$ cat src/rtl/limit_switch_travel_test_sequencer_defines.svh
// ----------------------------------------------------------------------------
// limit switch travel test sequencer assertion macros
// shared concurrent assertion forms for the rtl
// ----------------------------------------------------------------------------
`ifndef LIMIT_SWITCH_TRAVEL_TEST_SEQUENCER_DEFINES_SVH
`define LIMIT_SWITCH_TRAVEL_TEST_SEQUENCER_DEFINES_SVH

// checked only while out of reset
`define LSTTS_ASSERT(lbl, clk, rst_n, prop, msg) \
    lbl: assert property (@(posedge clk) disable iff (!rst_n) prop) else $error(msg);

// checked at every edge, reset included
`define LSTTS_ASSERT_ALWAYS(lbl, clk, prop, msg) \
    lbl: assert property (@(posedge clk) prop) else $error(msg);

`endif

$ cat src/rtl/lstts_pkg.sv
// ----------------------------------------------------------------------------
// lstts_pkg
// types and codes of the limit switch travel test sequencer
// ----------------------------------------------------------------------------
package lstts_pkg;

    typedef enum logic [1:0] {
        ST_IDLE  = 2'd0,
        ST_RUN   = 2'd1,
        ST_DONE  = 2'd2,
        ST_FAULT = 2'd3
    } t_run_state;

    // command codes
    localparam logic [1:0] MODE_TICK  = 2'd0;
    localparam logic [1:0] MODE_START = 2'd1;
    localparam logic [1:0] MODE_STOP  = 2'd2;

    // start status codes
    localparam logic [1:0] STAT_OK      = 2'd0;
    localparam logic [1:0] STAT_INVALID = 2'd1;
    localparam logic [1:0] STAT_BUSY    = 2'd2;
    localparam logic [1:0] STAT_FAULT   = 2'd3;

    // register indexes
    localparam logic CFG_DEBOUNCE = 1'b0;
    localparam logic CFG_TIMEOUT  = 1'b1;

    localparam logic [15:0] DEBOUNCE_RESET = 16'd20;
    localparam logic [31:0] TIMEOUT_RESET  = 32'd10000;
    localparam logic [7:0]  MIN_PASSES     = 8'd1;
    localparam logic [7:0]  MAX_PASSES     = 8'd255;

    typedef struct packed {
        logic [15:0] debounce_ms;
        logic [31:0] leg_timeout_ms;
    } t_cfg;

    typedef struct packed {
        logic [1:0]  mode;
        logic [31:0] time_ms;
        logic        switch_up;
        logic        switch_down;
        logic        motor_fault;
        logic [7:0]  pass_request;
    } t_item;

    typedef struct packed {
        t_run_state  test_state;
        logic [7:0]  target_passes;
        logic [7:0]  completed_passes;
        logic        leg_direction;
        logic        leg_arrived;
        logic        armed_flag;
        logic        held_flag;
        logic [31:0] held_since_ms;
        logic [31:0] leg_begin_ms;
    } t_state;

    localparam t_state STATE_RESET = '{
        test_state:       ST_IDLE,
        target_passes:    8'd0,
        completed_passes: 8'd0,
        leg_direction:    1'b0,
        leg_arrived:      1'b0,
        armed_flag:       1'b1,
        held_flag:        1'b0,
        held_since_ms:    32'd0,
        leg_begin_ms:     32'd0
    };

    typedef struct packed {
        t_run_state  run_state;
        logic        motor_on;
        logic        direction;
        logic        leg_started;
        logic [7:0]  passes_total;
        logic [7:0]  passes_done;
        logic [1:0]  start_status;
    } t_result;

endpackage

$ cat src/rtl/limit_switch_travel_test_sequencer.sv
// ----------------------------------------------------------------------------
// limit_switch_travel_test_sequencer
// back-and-forth motor endurance test between two limit switches
// ----------------------------------------------------------------------------
//
// channel   direction  handshake                       payload
// s_axis    in         i_s_axis_tvalid/o_s_axis_tready  tdata 48b, tuser = mode
// m_axis    out        o_m_axis_tvalid/i_m_axis_tready  tdata 24b result
// cfg       in         i_cfg_valid/o_cfg_ready          index 1b, data 32b
//
// one beat per cycle sustained while the output is not stalled; a beat's result
//   passes through the input register, then the step logic into the result
//   register, before it shows on the output
// the state is updated in the cycle a beat moves into the result register
// reset is synchronous and clears the state and both valid flags; the payload registers are not reset
// a stalled output holds one result while one more beat waits in the input
//   register; after that the input side stalls too
//
module limit_switch_travel_test_sequencer
    import lstts_pkg::*;
(
    input  logic        i_clk,
    input  logic        i_rst_n,
    // command / tick stream
    input  logic        i_s_axis_tvalid,
    output logic        o_s_axis_tready,
    // [31:0] time_ms, [32] switch_up, [33] switch_down, [34] motor_fault,
    // [42:35] pass_request, [47:43] zero
    input  logic [47:0] i_s_axis_tdata,
    // [1:0] mode
    input  logic [1:0]  i_s_axis_tuser,
    // result stream
    output logic        o_m_axis_tvalid,
    input  logic        i_m_axis_tready,
    // [1:0] run_state, [2] motor_on, [3] direction, [4] leg_started,
    // [12:5] passes_total, [20:13] passes_done, [22:21] start_status, [23] zero
    output logic [23:0] o_m_axis_tdata,
    // register writes
    input  logic        i_cfg_valid,
    output logic        o_cfg_ready,
    input  logic        i_cfg_index,
    input  logic [31:0] i_cfg_data
);

    `include "limit_switch_travel_test_sequencer_defines.svh"

    t_cfg    w_cfg;
    t_item   r_in;
    logic    r_in_valid;
    t_result r_out;
    logic    r_out_valid;
    t_state  r_state;
    t_state  w_next_state;
    t_result w_result;
    logic    w_advance;
    logic    w_s_accept;

    // register writes are always taken
    assign o_cfg_ready = 1'b1;

    lstts_cfg_regs u_cfg (
        .i_clk      (i_clk),
        .i_rst_n    (i_rst_n),
        .i_wr_en    (i_cfg_valid),
        .i_wr_index (i_cfg_index),
        .i_wr_data  (i_cfg_data),
        .o_cfg      (w_cfg)
    );

    // the held beat moves on when the result register is free or emptying
    assign w_advance       = r_in_valid && (!r_out_valid || i_m_axis_tready);
    assign o_s_axis_tready = !r_in_valid || w_advance;
    assign w_s_accept      = i_s_axis_tvalid && o_s_axis_tready;

    always_ff @(posedge i_clk) begin
        if (!i_rst_n) begin
            r_in_valid  <= 1'b0;
            r_out_valid <= 1'b0;
            r_state     <= STATE_RESET;
        end else begin
            if (o_s_axis_tready) begin
                r_in_valid <= i_s_axis_tvalid;
            end
            if (w_advance) begin
                r_out_valid <= 1'b1;
                r_state     <= w_next_state;
            end else if (i_m_axis_tready) begin
                r_out_valid <= 1'b0;
            end
        end
    end

    // payload registers, no reset
    always_ff @(posedge i_clk) begin
        if (w_s_accept) begin
            r_in.mode         <= i_s_axis_tuser;
            r_in.time_ms      <= i_s_axis_tdata[31:0];
            r_in.switch_up    <= i_s_axis_tdata[32];
            r_in.switch_down  <= i_s_axis_tdata[33];
            r_in.motor_fault  <= i_s_axis_tdata[34];
            r_in.pass_request <= i_s_axis_tdata[42:35];
        end
        if (w_advance) begin
            r_out <= w_result;
        end
    end

    lstts_step u_step (
        .i_item   (r_in),
        .i_state  (r_state),
        .i_cfg    (w_cfg),
        .o_state  (w_next_state),
        .o_result (w_result)
    );

    assign o_m_axis_tvalid = r_out_valid;
    assign o_m_axis_tdata  = {1'b0, r_out.start_status, r_out.passes_done,
                              r_out.passes_total, r_out.leg_started, r_out.direction,
                              r_out.motor_on, r_out.run_state};

    // state only moves with a beat
    `LSTTS_ASSERT(a_state_holds, i_clk, i_rst_n, !w_advance |=> ($stable(r_state) || !$past(i_rst_n)), "state changed without a beat")
    // motor runs exactly while running
    `LSTTS_ASSERT(a_motor_on, i_clk, i_rst_n, r_out_valid |-> (r_out.motor_on == (r_out.run_state == ST_RUN)), "motor_on disagrees with run state")
    // a new leg only while running and with no rejected start
    `LSTTS_ASSERT(a_leg_pulse, i_clk, i_rst_n, (r_out_valid && r_out.leg_started) |-> ((r_out.run_state == ST_RUN) && (r_out.start_status == STAT_OK)), "leg pulse outside a running test")
    // reset drops both valid flags
    `LSTTS_ASSERT_ALWAYS(a_reset_empty, i_clk, !i_rst_n |=> (!r_out_valid && !r_in_valid), "pipeline not empty after reset")

endmodule

$ cat src/rtl/lstts_cfg_regs.sv
// ----------------------------------------------------------------------------
// lstts_cfg_regs
// debounce and leg timeout registers behind the write channel
// ----------------------------------------------------------------------------
module lstts_cfg_regs
    import lstts_pkg::*;
(
    input  logic        i_clk,
    input  logic        i_rst_n,
    input  logic        i_wr_en,
    input  logic        i_wr_index,
    input  logic [31:0] i_wr_data,
    output t_cfg        o_cfg
);

    t_cfg r_cfg;

    always_ff @(posedge i_clk) begin
        if (!i_rst_n) begin
            r_cfg.debounce_ms    <= DEBOUNCE_RESET;
            r_cfg.leg_timeout_ms <= TIMEOUT_RESET;
        end else if (i_wr_en) begin
            case (i_wr_index)
                CFG_DEBOUNCE: r_cfg.debounce_ms    <= i_wr_data[15:0];
                CFG_TIMEOUT:  r_cfg.leg_timeout_ms <= i_wr_data;
                default: ;
            endcase
        end
    end

    assign o_cfg = r_cfg;

endmodule

$ cat src/rtl/lstts_step.sv
// ----------------------------------------------------------------------------
// lstts_step
// next state and result for one command or tick
// ----------------------------------------------------------------------------
module lstts_step
    import lstts_pkg::*;
(
    input  t_item   i_item,
    input  t_state  i_state,
    input  t_cfg    i_cfg,
    output t_state  o_state,
    output t_result o_result
);

    logic [31:0] w_since;
    logic [31:0] w_held_age;
    logic [31:0] w_leg_age;
    logic        w_debounced;
    logic        w_timed_out;
    logic [7:0]  w_count_inc;

    // a fresh hold starts counting at this tick
    assign w_since     = i_state.held_flag ? i_state.held_since_ms : i_item.time_ms;
    assign w_held_age  = i_item.time_ms - w_since;
    assign w_leg_age   = i_item.time_ms - i_state.leg_begin_ms;
    assign w_debounced = w_held_age >= {16'd0, i_cfg.debounce_ms};
    assign w_timed_out = w_leg_age >= i_cfg.leg_timeout_ms;
    assign w_count_inc = (i_state.completed_passes < MAX_PASSES)
                       ? i_state.completed_passes + 8'd1 : i_state.completed_passes;

    always_comb begin
        logic arrive;
        logic started;
        logic [1:0] status;
        t_state nxt;
        nxt     = i_state;
        arrive  = 1'b0;
        started = 1'b0;
        status  = STAT_OK;
        case (i_item.mode)
            MODE_TICK: begin
                if (i_state.test_state == ST_RUN) begin
                    if (i_item.motor_fault) begin
                        nxt.test_state = ST_FAULT;
                    end else begin
                        if (i_item.switch_up || i_item.switch_down) begin
                            nxt.held_flag     = 1'b1;
                            nxt.held_since_ms = w_since;
                            if (i_state.armed_flag && !i_state.leg_arrived && w_debounced) begin
                                arrive         = 1'b1;
                                nxt.leg_arrived = 1'b1;
                                nxt.armed_flag = 1'b0;
                                if (i_state.leg_direction) begin
                                    nxt.completed_passes = w_count_inc;
                                end
                                if (i_state.leg_direction
                                    && (w_count_inc >= i_state.target_passes)) begin
                                    nxt.test_state = ST_DONE;
                                end else begin
                                    nxt.leg_direction = ~i_state.leg_direction;
                                    nxt.leg_arrived   = 1'b0;
                                    nxt.leg_begin_ms  = i_item.time_ms;
                                    started           = 1'b1;
                                end
                            end
                        end else begin
                            nxt.held_flag  = 1'b0;
                            nxt.armed_flag = 1'b1;
                        end
                        if (!arrive && w_timed_out) begin
                            nxt.test_state = ST_FAULT;
                        end
                    end
                end
            end
            MODE_START: begin
                if (i_item.pass_request < MIN_PASSES) begin
                    status = STAT_INVALID;
                end else if (i_state.test_state == ST_RUN) begin
                    status = STAT_BUSY;
                end else if (i_item.motor_fault) begin
                    status = STAT_FAULT;
                end else begin
                    nxt.target_passes    = i_item.pass_request;
                    nxt.completed_passes = 8'd0;
                    nxt.armed_flag       = 1'b1;
                    nxt.held_flag        = 1'b0;
                    nxt.test_state       = ST_RUN;
                    nxt.leg_direction    = 1'b0;
                    nxt.leg_arrived      = 1'b0;
                    nxt.leg_begin_ms     = i_item.time_ms;
                    started              = 1'b1;
                end
            end
            MODE_STOP: begin
                nxt.target_passes    = 8'd0;
                nxt.completed_passes = 8'd0;
                nxt.test_state       = ST_IDLE;
            end
            default: ;
        endcase

        o_state                  = nxt;
        o_result.run_state       = nxt.test_state;
        o_result.motor_on        = (nxt.test_state == ST_RUN);
        o_result.direction       = nxt.leg_direction;
        o_result.leg_started     = started;
        o_result.passes_total    = nxt.target_passes;
        o_result.passes_done     = nxt.completed_passes;
        o_result.start_status    = status;
    end

endmodule

$ cat config.mk
export PLATFORM = sky130hd
export DESIGN_NAME = limit_switch_travel_test_sequencer
export DESIGN_NICKNAME = d
export VERILOG_FILES = /design/src/rtl/lstts_pkg.sv /design/src/rtl/limit_switch_travel_test_sequencer.sv /design/src/rtl/lstts_cfg_regs.sv /design/src/rtl/lstts_step.sv
export VERILOG_INCLUDE_DIRS = /design/src /design/src/rtl
export SDC_FILE = /design/constraint.sdc
export NUM_CORES = 1
export LEC_CHECK = 0
export BUFFER_PORTS_ARGS = -buffer_cell sky130_fd_sc_hd__buf_2
export CORE_ASPECT_RATIO = 1.25
export CORE_MARGIN = 5
export CORE_UTILIZATION = 50
export CTS_CLUSTER_DIAMETER = 60
export DETAILED_ROUTE_END_ITERATION = 7
export PLACE_DENSITY = 0.74
export SYNTH_ARGS = -nofsm -noshare
export SYNTH_HDL_FRONTEND = slang
export SYNTH_HIERARCHICAL = 1
export SYNTH_SLANG_ARGS = --single-unit
$ cat constraint.sdc
create_clock -name i_clk -period 15.4 [get_ports i_clk]
set_input_delay 3.08 -clock i_clk [delete_from_list [all_inputs] [get_ports i_clk]]
set_output_delay 3.08 -clock i_clk [all_outputs]
set_load 0.05 [all_outputs]
# == Yosys cells after proc, flatten, opt, wreduce, memory -nomap -nowiden ==
# Index checks and enable logic that the tools add are counted.
# Widths: inputs -> output; s select.
# word_totals
elab_cells,124
mem_bits_rw,0
out_inout_bits,27
memories,0
ff_bits,204
rom_bits,0
latchBits,0
in_bits,88
# op_classes
reduce_logical,24
muxes,48
mul,0
addsub,3
div_mod_pow,0
order_cmp,5
bitwise_logic,4
n_shift,0
n_eq_ne,13
# op_table
cell,count
$mux 32,6
$mux 76,2
$mux 22,3
$mux 64,1
$pmux 32 s2,1
$sub 32x32->32,2
$ge 32x16->1,1
$ge 32x32->1,1
$pmux 8 s3,1
$mux 2,10
$mux 1,16
$mux 8,2
$pmux 8 s2,1
$mux 11,1
$mux 10,1
$ne 2x2->1 const B,5
$reduce_and 10->1,1
$reduce_and 9->1,1
$add 8x1->8 const B,1
$ge 8x8->1,1
$lt 8x1->1 const B,1
$lt 8x8->1 const B,1
$pmux 4 s2,1
$reduce_and 8->1,1
other kinds (16),35

# == Logic depth before layout (Yosys ltp) ==
# Gate-level depths: netlist (run 1).
# depth
word_depth,16
ltp_mapped,27
depth_no_buf,25

# == Modules after synthesis ==
# Netlist (run 1), hierarchy kept.
# modules_own_cells
mod,area_per_inst_um2,cells_each,n_inst,seq_area_each_um2
lstts_step,6815.3,1002,1,0.0
limit_switch_travel_test_sequencer,5566.6,454,1,3803.6
lstts_cfg_regs,1969.4,205,1,960.9

# == Worst setup path before layout (run 1) ==
# No wires, ideal clock.
# synth_path
path_kind,input to output
start,input i_m_axis_tready
end,output o_s_axis_tready
path_slack_ns,8.761
n_path_buf,0
required_time_ns,12.320
stages,2
arrival_time_ns,3.559
path_cell_list,nor2b_4 -> nand2_1
# synth_via
elab_chain_len,3
# synth_rtl
element,line_no,text
from (decl),limit_switch_travel_test_sequencer.sv:34,"input logic i_m_axis_tready,"
$logic_or 1x1->1,limit_switch_travel_test_sequencer.sv:71,assign w_advance = r_in_valid && (!r_out_valid || i_m_axis_tready);
$logic_and 1x1->1,limit_switch_travel_test_sequencer.sv:71,
$logic_or 1x1->1,limit_switch_travel_test_sequencer.sv:72,assign o_s_axis_tready = !r_in_valid || w_advance;
to (decl),limit_switch_travel_test_sequencer.sv:26,"output logic o_s_axis_tready,"
# No other way between the ends.

# == Worst setup path after layout (run 1) ==
# Same ends and word-level chain as after synthesis.

==> results of run 1 <==
synth_stat cells, types with 4 or more instances:
master / count / area [sq um]
o211ai_2: 5 / 62.6
buf_4: 26 / 195
buf_6: 11 / 124
edfxtp_1: 68 / 2040
dfxtp_1: 136 / 2720
a211oi_1: 9 / 67.6
mux2i_1: 143 / 1430
nand2_1: 304 / 1140
nand4_1: 31 / 194
nand3_1: 24 / 120
a21oi_1: 109 / 546
inv_1: 123 / 462
o21ai_0: 42 / 210
buf_8: 5 / 75.1
buf_2: 12 / 60.1
ha_1: 124 / 1550
a22o_1: 33 / 289
nor4_1: 5 / 31.3
o21bai_1: 10 / 75.1
o31ai_1: 11 / 82.6
a21boi_0: 4 / 30.0
a22oi_1: 5 / 37.5
buf_1: 6 / 22.5
o21a_1: 15 / 113
nor3_1: 12 / 60.1
clkbuf_1: 40 / 150
xor2_1: 15 / 131
o311a_1: 4 / 40.0
and2_1: 8 / 50.1
or3_1: 10 / 62.6
a21o_1: 26 / 195
o21ai_2: 15 / 131
a31oi_1: 12 / 75.1
o211ai_1: 13 / 97.6
nor2b_1: 11 / 68.8
and4_1: 6 / 52.6
nor2_1: 87 / 327
xnor2_1: 40 / 350
nand2b_1: 17 / 106
and3_1: 12 / 75.1
o2111ai_1: 4 / 35.0
cells in the final DEF, fill, tap and decap left out, drive strengths merged, types with 31 or more instances in the layout:
| master | n |
|---|---|
| a21oi | 110 |
| inv | 128 |
| buf | 115 |
| nor2 | 88 |
| dfxtp | 136 |
| edfxtp | 68 |
| xnor2 | 40 |
| nand4 | 31 |
| nand2 | 305 |
| a22o | 33 |
| o21ai | 60 |
| mux2i | 143 |
| ha | 124 |
final timing paths:
path	depth (start not counted)	end	start	slack, ns
worst max-delay path	4	o_s_axis_tready	i_m_axis_tready	8.62
worst min-delay path	2	u_cfg/o_cfg[19]	u_cfg/o_cfg[19]	0.46
worst max register to register	23	r_state[18]	r_state[64]	8.74
worst min register to register	2	u_cfg/o_cfg[19]	u_cfg/o_cfg[19]	0.46
state kept, by name, indices dropped and copies added (netlist names):
name             count
r_in                45
r_in_valid           1
o_m_axis_tvalid      1
u_cfg/o_cfg         48
o_m_axis_tdata      23
r_state             86
layer usage:
| metal | GRT usage [%] | share of wire, % |
|---|---|---|
| met1 | 25.5 | 44 |
| met2 | 36.3 | 49 |
| met3 | 3.07 | 4.9 |
| met4 | 5.72 | 2.4 |
| met5 | 0 | 0 |
metrics by stage:
stage	utilization (%)	setup slack (ns)	area [sq um]	hold slack (ns)	instances
after floorplan	-	8.76	14400	0.434	1661
after global placement	52.0	8.65	14800	0.445	2031
after detailed placement	52.0	8.61	14800	0.449	2031
after CTS	55.1	8.61	15700	0.459	2077
after global routing	55.1	8.12	15700	0.476	2077
final	55.1	8.62	15700	0.457	2078
cell families (layout without fill, tap and decap cells):
kind of cell    after synthesis  in the layout  share of synthesized area (%)
mux                         147            147                           10.3
simple gates                546            546                           17.2
fa+ha+maj                   126            126                           11.1
other cells                   2              3                         0.0523
xor+xnor                     55             55                           3.36
buf+inv                     224            285                           7.61
flops                       204            204                           33.2
compound gates              357            357                           17.2
power by group:
part	internal [mW]	leakage [nW]	switching (mW)	total, mW
sequential	0.577	1.77	0.0159	0.593
clock	0.371	0.418	0.248	0.618
combinational	0.117	4.01	0.175	0.292
final cells by class:
cell class                 count  area [sq um]  share of cell area, %
antenna                        1          2.50                 0.0160
clock buffer                  27           633                   4.04
clock inverter                19           236                   1.51
inverter                     124           465                   2.97
multi-input combinational   1233          8500                   54.3
sequential                   204          4770                   30.4
tap                          355           444                   2.84
timing repair buffer         115           602                   3.84
tightest hold or removal path, stage by stage, from the launching register on:
cell     delay (ns)
dfxtp_1        0.31
nand2_1        0.07
o21ai_2        0.04
==> run_results.csv, run 1 <==
group,metric,value,unit
floorplanning,die_area,0.0322,sq mm
floorplanning,dieWidth,162,um
timing,tightest_slew,1.13,ns
final_layout,drive_gt1_share,11.7,%
route,drtAntennaViolNets,0,
clock_network,hold_buffers,0,
worst_setup_path,crit_fanout,6,
worst_setup_path,cp.buffers_inverters,2,
clock_network,cts_setup_buffers,0,
placement,dp_hpwl,24200,um
hold_path,worstHoldPathType,"reg -> reg",
clock_network,cts_resized,0,
floorplanning,core-area,0.0284,sq mm
global_routing,grt_max_degree,166,
yosys,ys_async_sr_fraction,0,%
pwr,p_leak,6.20,nW
yosys,synth_flop_cell,"dfxtp_1",
timing,slew_viol_final,0,
clock_network,cts_tree,"done",
worst_setup_path,slowest_stage,"buf_2",
placement,io_buffer_count,107,
worst_setup_path,cp-start-kind,"input pin",
worst_setup_path,crit_family,"buffers and inverters",
timing,period_needed,6.78,ns
worst_setup_path,cp_slowest_stage_delay,0.22,ns
pwr,total_power,1.50,mW
worst_setup_path,crit_type,"in -> out",
yosys,syn_area,0.0144,sq mm
route,vias_per_cell,5.61,
global_routing,grt_pass1_vias,11300,
timing,final_hold_viol_count,0,
yosys,syn_avg_cell_area,8.64,sq um
yosys,yosysWarnings,6,
global_routing,gr-usage-all-layers,20.3,%
placement,gp_congestion,0.869,
yosys,synth_cells,1661,
pwr,powerDensity,96.0,mW/mm^2
worst_setup_path,crit_chain,"buf_2, nor2b_4, nand2_1, buf_2",
yosys,syn_nets,1875,
clock_network,clock-sinks,204,
route,wire_per_inst,16.1,um
final_layout,fillers,2511,
clock_network,numCtsBuffers,25,
clock_network,h-tree-depth,1,
route,drtIter0Drc,719,
floorplanning,dieHeight,199,um
timing,timing.fmax,148,MHz
route,via_count,11700,
route,dr.pass1.iters,6,
global_routing,grt_antenna_before_repair,1,
yosys,ys_types,78,
timing,timing.final.crit_share,44.0,%
global_routing,overflow,0,
timing,setup_viol,0,
pwr,ir_worst_vdd,111,uV
timing,grt_setup_unrepaired,"false",
timing,tns,0,ns
global_routing,grt_first_pass_wirelength,54700,um
run_status,status,"complete, no violations",
clock_network,cts-root-buf,"clkbuf_16",
final_layout,final_nets,1917,
worst_setup_path,crit_top_cell,"buf_2",
route,routed_wirelength,33600,um
job,cap_violations,0,
timing,clock-skew-final,0.0232,ns
floorplanning,initial_utilization,50.5,%
timing,relSlewSlack,24.8,%
worst_setup_path,worst_setup_path_end_kind,"primary output",
worst_setup_path,critPathArrivalTime,3.70,ns
floorplanning,rows,69,
clock_network,worstSkewPairLatency,0.54,ns
final_layout,area_delta_synth_final,9.08,%
clock_network,path_clk_slew,0.06,ns
route,remaining_drc_errors,0,
worst_setup_path,cp.required,12.32,ns
yosys,yosysSeqAreaShare,33.2,%
floorplanning,io_pins,115,
yosys,synth-seq-cells,204,
clock_network,clock_tree.buffer_depth,3,
yosys,synth_edf_count,68,
Power figures use the tool's default switching activity.
==> run 2, diff against run 1 <==
==> constraint.sdc (replaced) <==
create_clock -name i_clk -period 6.3 [get_ports i_clk]
set_input_delay 1.26 -clock i_clk [delete_from_list [all_inputs] [get_ports i_clk]]
set_output_delay 1.26 -clock i_clk [all_outputs]
set_load 0.05 [all_outputs]
==> run 2 against run 1 <==
Effect of this change:
- non-clock buffer count is 9 higher
- total power increased by 140%
- setup slack lost 8.1 ns
- first-iteration DRC count fell by 3.6%
- register-to-register slack got worse by 8.2 ns
- sequential share of layout area hardly changed
- critical path type is now reg -> reg
- largest cell class unchanged
==> run_results.csv, run 2 (same netlist as run 1, synthesis figures left out) <==
group,metric,value,unit
final_layout,fillers,2591,
route,via_count,11700,
timing,slew_viol_final,0,
timing,relSlewSlack,41.7,%
placement,gp_congestion,0.902,
route,remaining_drc_errors,0,
route,dr.pass1.iters,6,
clock_network,worstSkewPairLatency,0.53,ns
floorplanning,io_pins,115,
worst_setup_path,cp.required,6.67,ns
final_layout,final_common_cell,"nand2_1",
clock_network,cts_tree,"done",
timing,tns,0,ns
floorplanning,rows,69,
global_routing,grt_max_degree,132,
worst_setup_path,critPathArrivalTime,6.17,ns
worst_setup_path,reg2regPathDepth,23,
worst_setup_path,crit_type,"reg -> reg",
worst_setup_path,worst_r2r_endpoint,"r_state[29]",
floorplanning,dieWidth,162,um
final_layout,final_nets,1925,
route,routed_wirelength,33800,um
pwr,powerDensity,228,mW/mm^2
run_status,status,"complete, no violations",
final_layout,area_delta_synth_final,9.30,%
worst_setup_path,crit_fanout,33,
floorplanning,die_area,0.0322,sq mm
hold_path,worstHoldPathType,"reg -> reg",
timing,period_needed,5.79,ns
global_routing,overflow,0,
pwr,total_power,3.58,mW
global_routing,grt_antenna_before_repair,1,
worst_setup_path,worst_setup_path_end_kind,"register",
timing,setup_viol,0,
clock_network,numCtsBuffers,24,
clock_network,path_clk_slew,0.06,ns
global_routing,grt_first_pass_wirelength,55100,um
final_layout,mostFrequentLayoutCells,"nand2_1, mux2i_1, dfxtp_1",
route,wire_per_inst,16.2,um
route,drtIter0Drc,693,
route,vias_per_cell,5.63,
final_layout,stdcell_area,0.0157,sq mm
route,drtAntennaViolNets,0,
clock_network,cts-root-buf,"clkbuf_16",
floorplanning,core-area,0.0284,sq mm
timing,clock-skew-final,0.0167,ns
timing,hold_slack,0.455,ns
hold_path,whs_endpoint,"u_cfg/o_cfg[15]",
final_layout,largest_reg_flops,86,
job,cap_violations,0,
floorplanning,initial_utilization,50.5,%
floorplanning,dieHeight,199,um
worst_setup_path,setup.reg_to_reg.worst_slack,0.51,ns
timing,tightest_slew,0.872,ns
clock_network,h-tree-depth,1,
timing,grt_setup_unrepaired,"false",
pwr,ir_worst_vdd,253,uV
timing,final_hold_viol_count,0,
final_layout,regMostFlops,"r_state",
global_routing,grt_pass1_vias,11500,
final_layout,drive_gt1_share,11.9,%
worst_setup_path,reg2reg_from,"r_state[64]",
global_routing,gr-usage-all-layers,20.4,%
placement,place_area,0.0148,sq mm
hold_path,min_from,"u_cfg/o_cfg[15]",
clock_network,clock-sinks,204,
placement,io_buffer_count,107,
timing,timing.final.crit_share,92.0,%
final_layout,diodes,0,
clock_network,clock_tree.buffer_depth,3,
timing,timing.fmax,173,MHz
worst_setup_path,cp-start-kind,"register",
pwr,p_leak,6.23,nW
clock_network,hold_buffers,0,
placement,dp_hpwl,24800,um
hold_path,whs_path_depth,2,
run 2: changes by cell type in the layout (fill, tap and decap cells not counted), sizes merged:
cell	previous run	this run
buf	115	124
clkbuf	27	31
bufinv	4	1
inv	128	125
clkinv	8	10
clkinvlp	3	1
diode	1	0
run 2: worst max-delay path by stage:
stage               cells past startpoint  slack, ns     endpoint   startpoint
floorplan                              25       0.56  r_state[10]  r_state[64]
global placement                       22       0.25  r_state[67]  r_state[64]
detailed placement                     22       0.08  r_state[67]  r_state[64]
CTS                                    22       0.08  r_state[67]  r_state[64]
global route                           25       0.08  r_state[13]  r_state[64]
finish                                 23       0.51  r_state[29]  r_state[64]
run 2: per-stage QoR:
| step | utilization (%) | std cells | worst slack, ns |
|---|---|---|---|
| finish | 55.2 | 2084 | 0.505 |
| global route | 55.2 | 2084 | 0.0817 |
| detailed placement | 52.3 | 2038 | 0.0795 |
| floorplan | - | 1661 | 0.561 |
| global placement | 52.3 | 2038 | 0.252 |
| CTS | 55.1 | 2082 | 0.0790 |
run 2: report_power, final:
group          switching (mW)  internal (mW)  total [mW]
Sequential             0.0399           1.41        1.45
Combinational           0.427          0.288       0.716
Clock                   0.583          0.831        1.41
Total                    1.05           2.53        3.58
run 2: what timing repair did:
item / CTS / global route
endpoints found under the setup margin: 0 / 57
resized for setup: 0 / 4
buffers inserted: 0 / 2
run 2: critical path, stage by stage, from the launching register on:
cell       delay, ns
dfxtp_4         0.50
mux2i_1         0.28
ha_1            0.26
o211ai_1        0.11
a21o_1          0.20
a31oi_1         0.36
o2111ai_1       0.30
a21boi_0        0.37
nor2_1          0.09
ha_1            0.30
and4_1          0.21
a221oi_1        0.34
o21ai_1         0.14
a2111oi_2       0.26
o211ai_1        0.18
nor4_1          0.33
nand4b_1        0.19
o41ai_4         0.22
buf_4           0.20
o41ai_4         0.06
buf_4           0.27
a22o_1          0.29
nand2_1         0.05
mux2i_1         0.09
run 2: area by class of cell:
type | instances | area, sq um | area share, %
sequential | 204 | 4770 | 30.4
tap | 355 | 444 | 2.83
clock buffer | 31 | 701 | 4.47
inverter | 124 | 465 | 2.97
multi-input combinational | 1233 | 8510 | 54.3
clock inverter | 13 | 111 | 0.710
timing repair buffer | 124 | 682 | 4.35
run 2: layer usage:
metal,global-route usage [%],vias up,wire (um)
met5,0,-,19
met4,6.32,2,952
met3,2.21,64,1520
met2,37.2,265,16500
met1,25.3,5475,14800
li1,-,5937,-
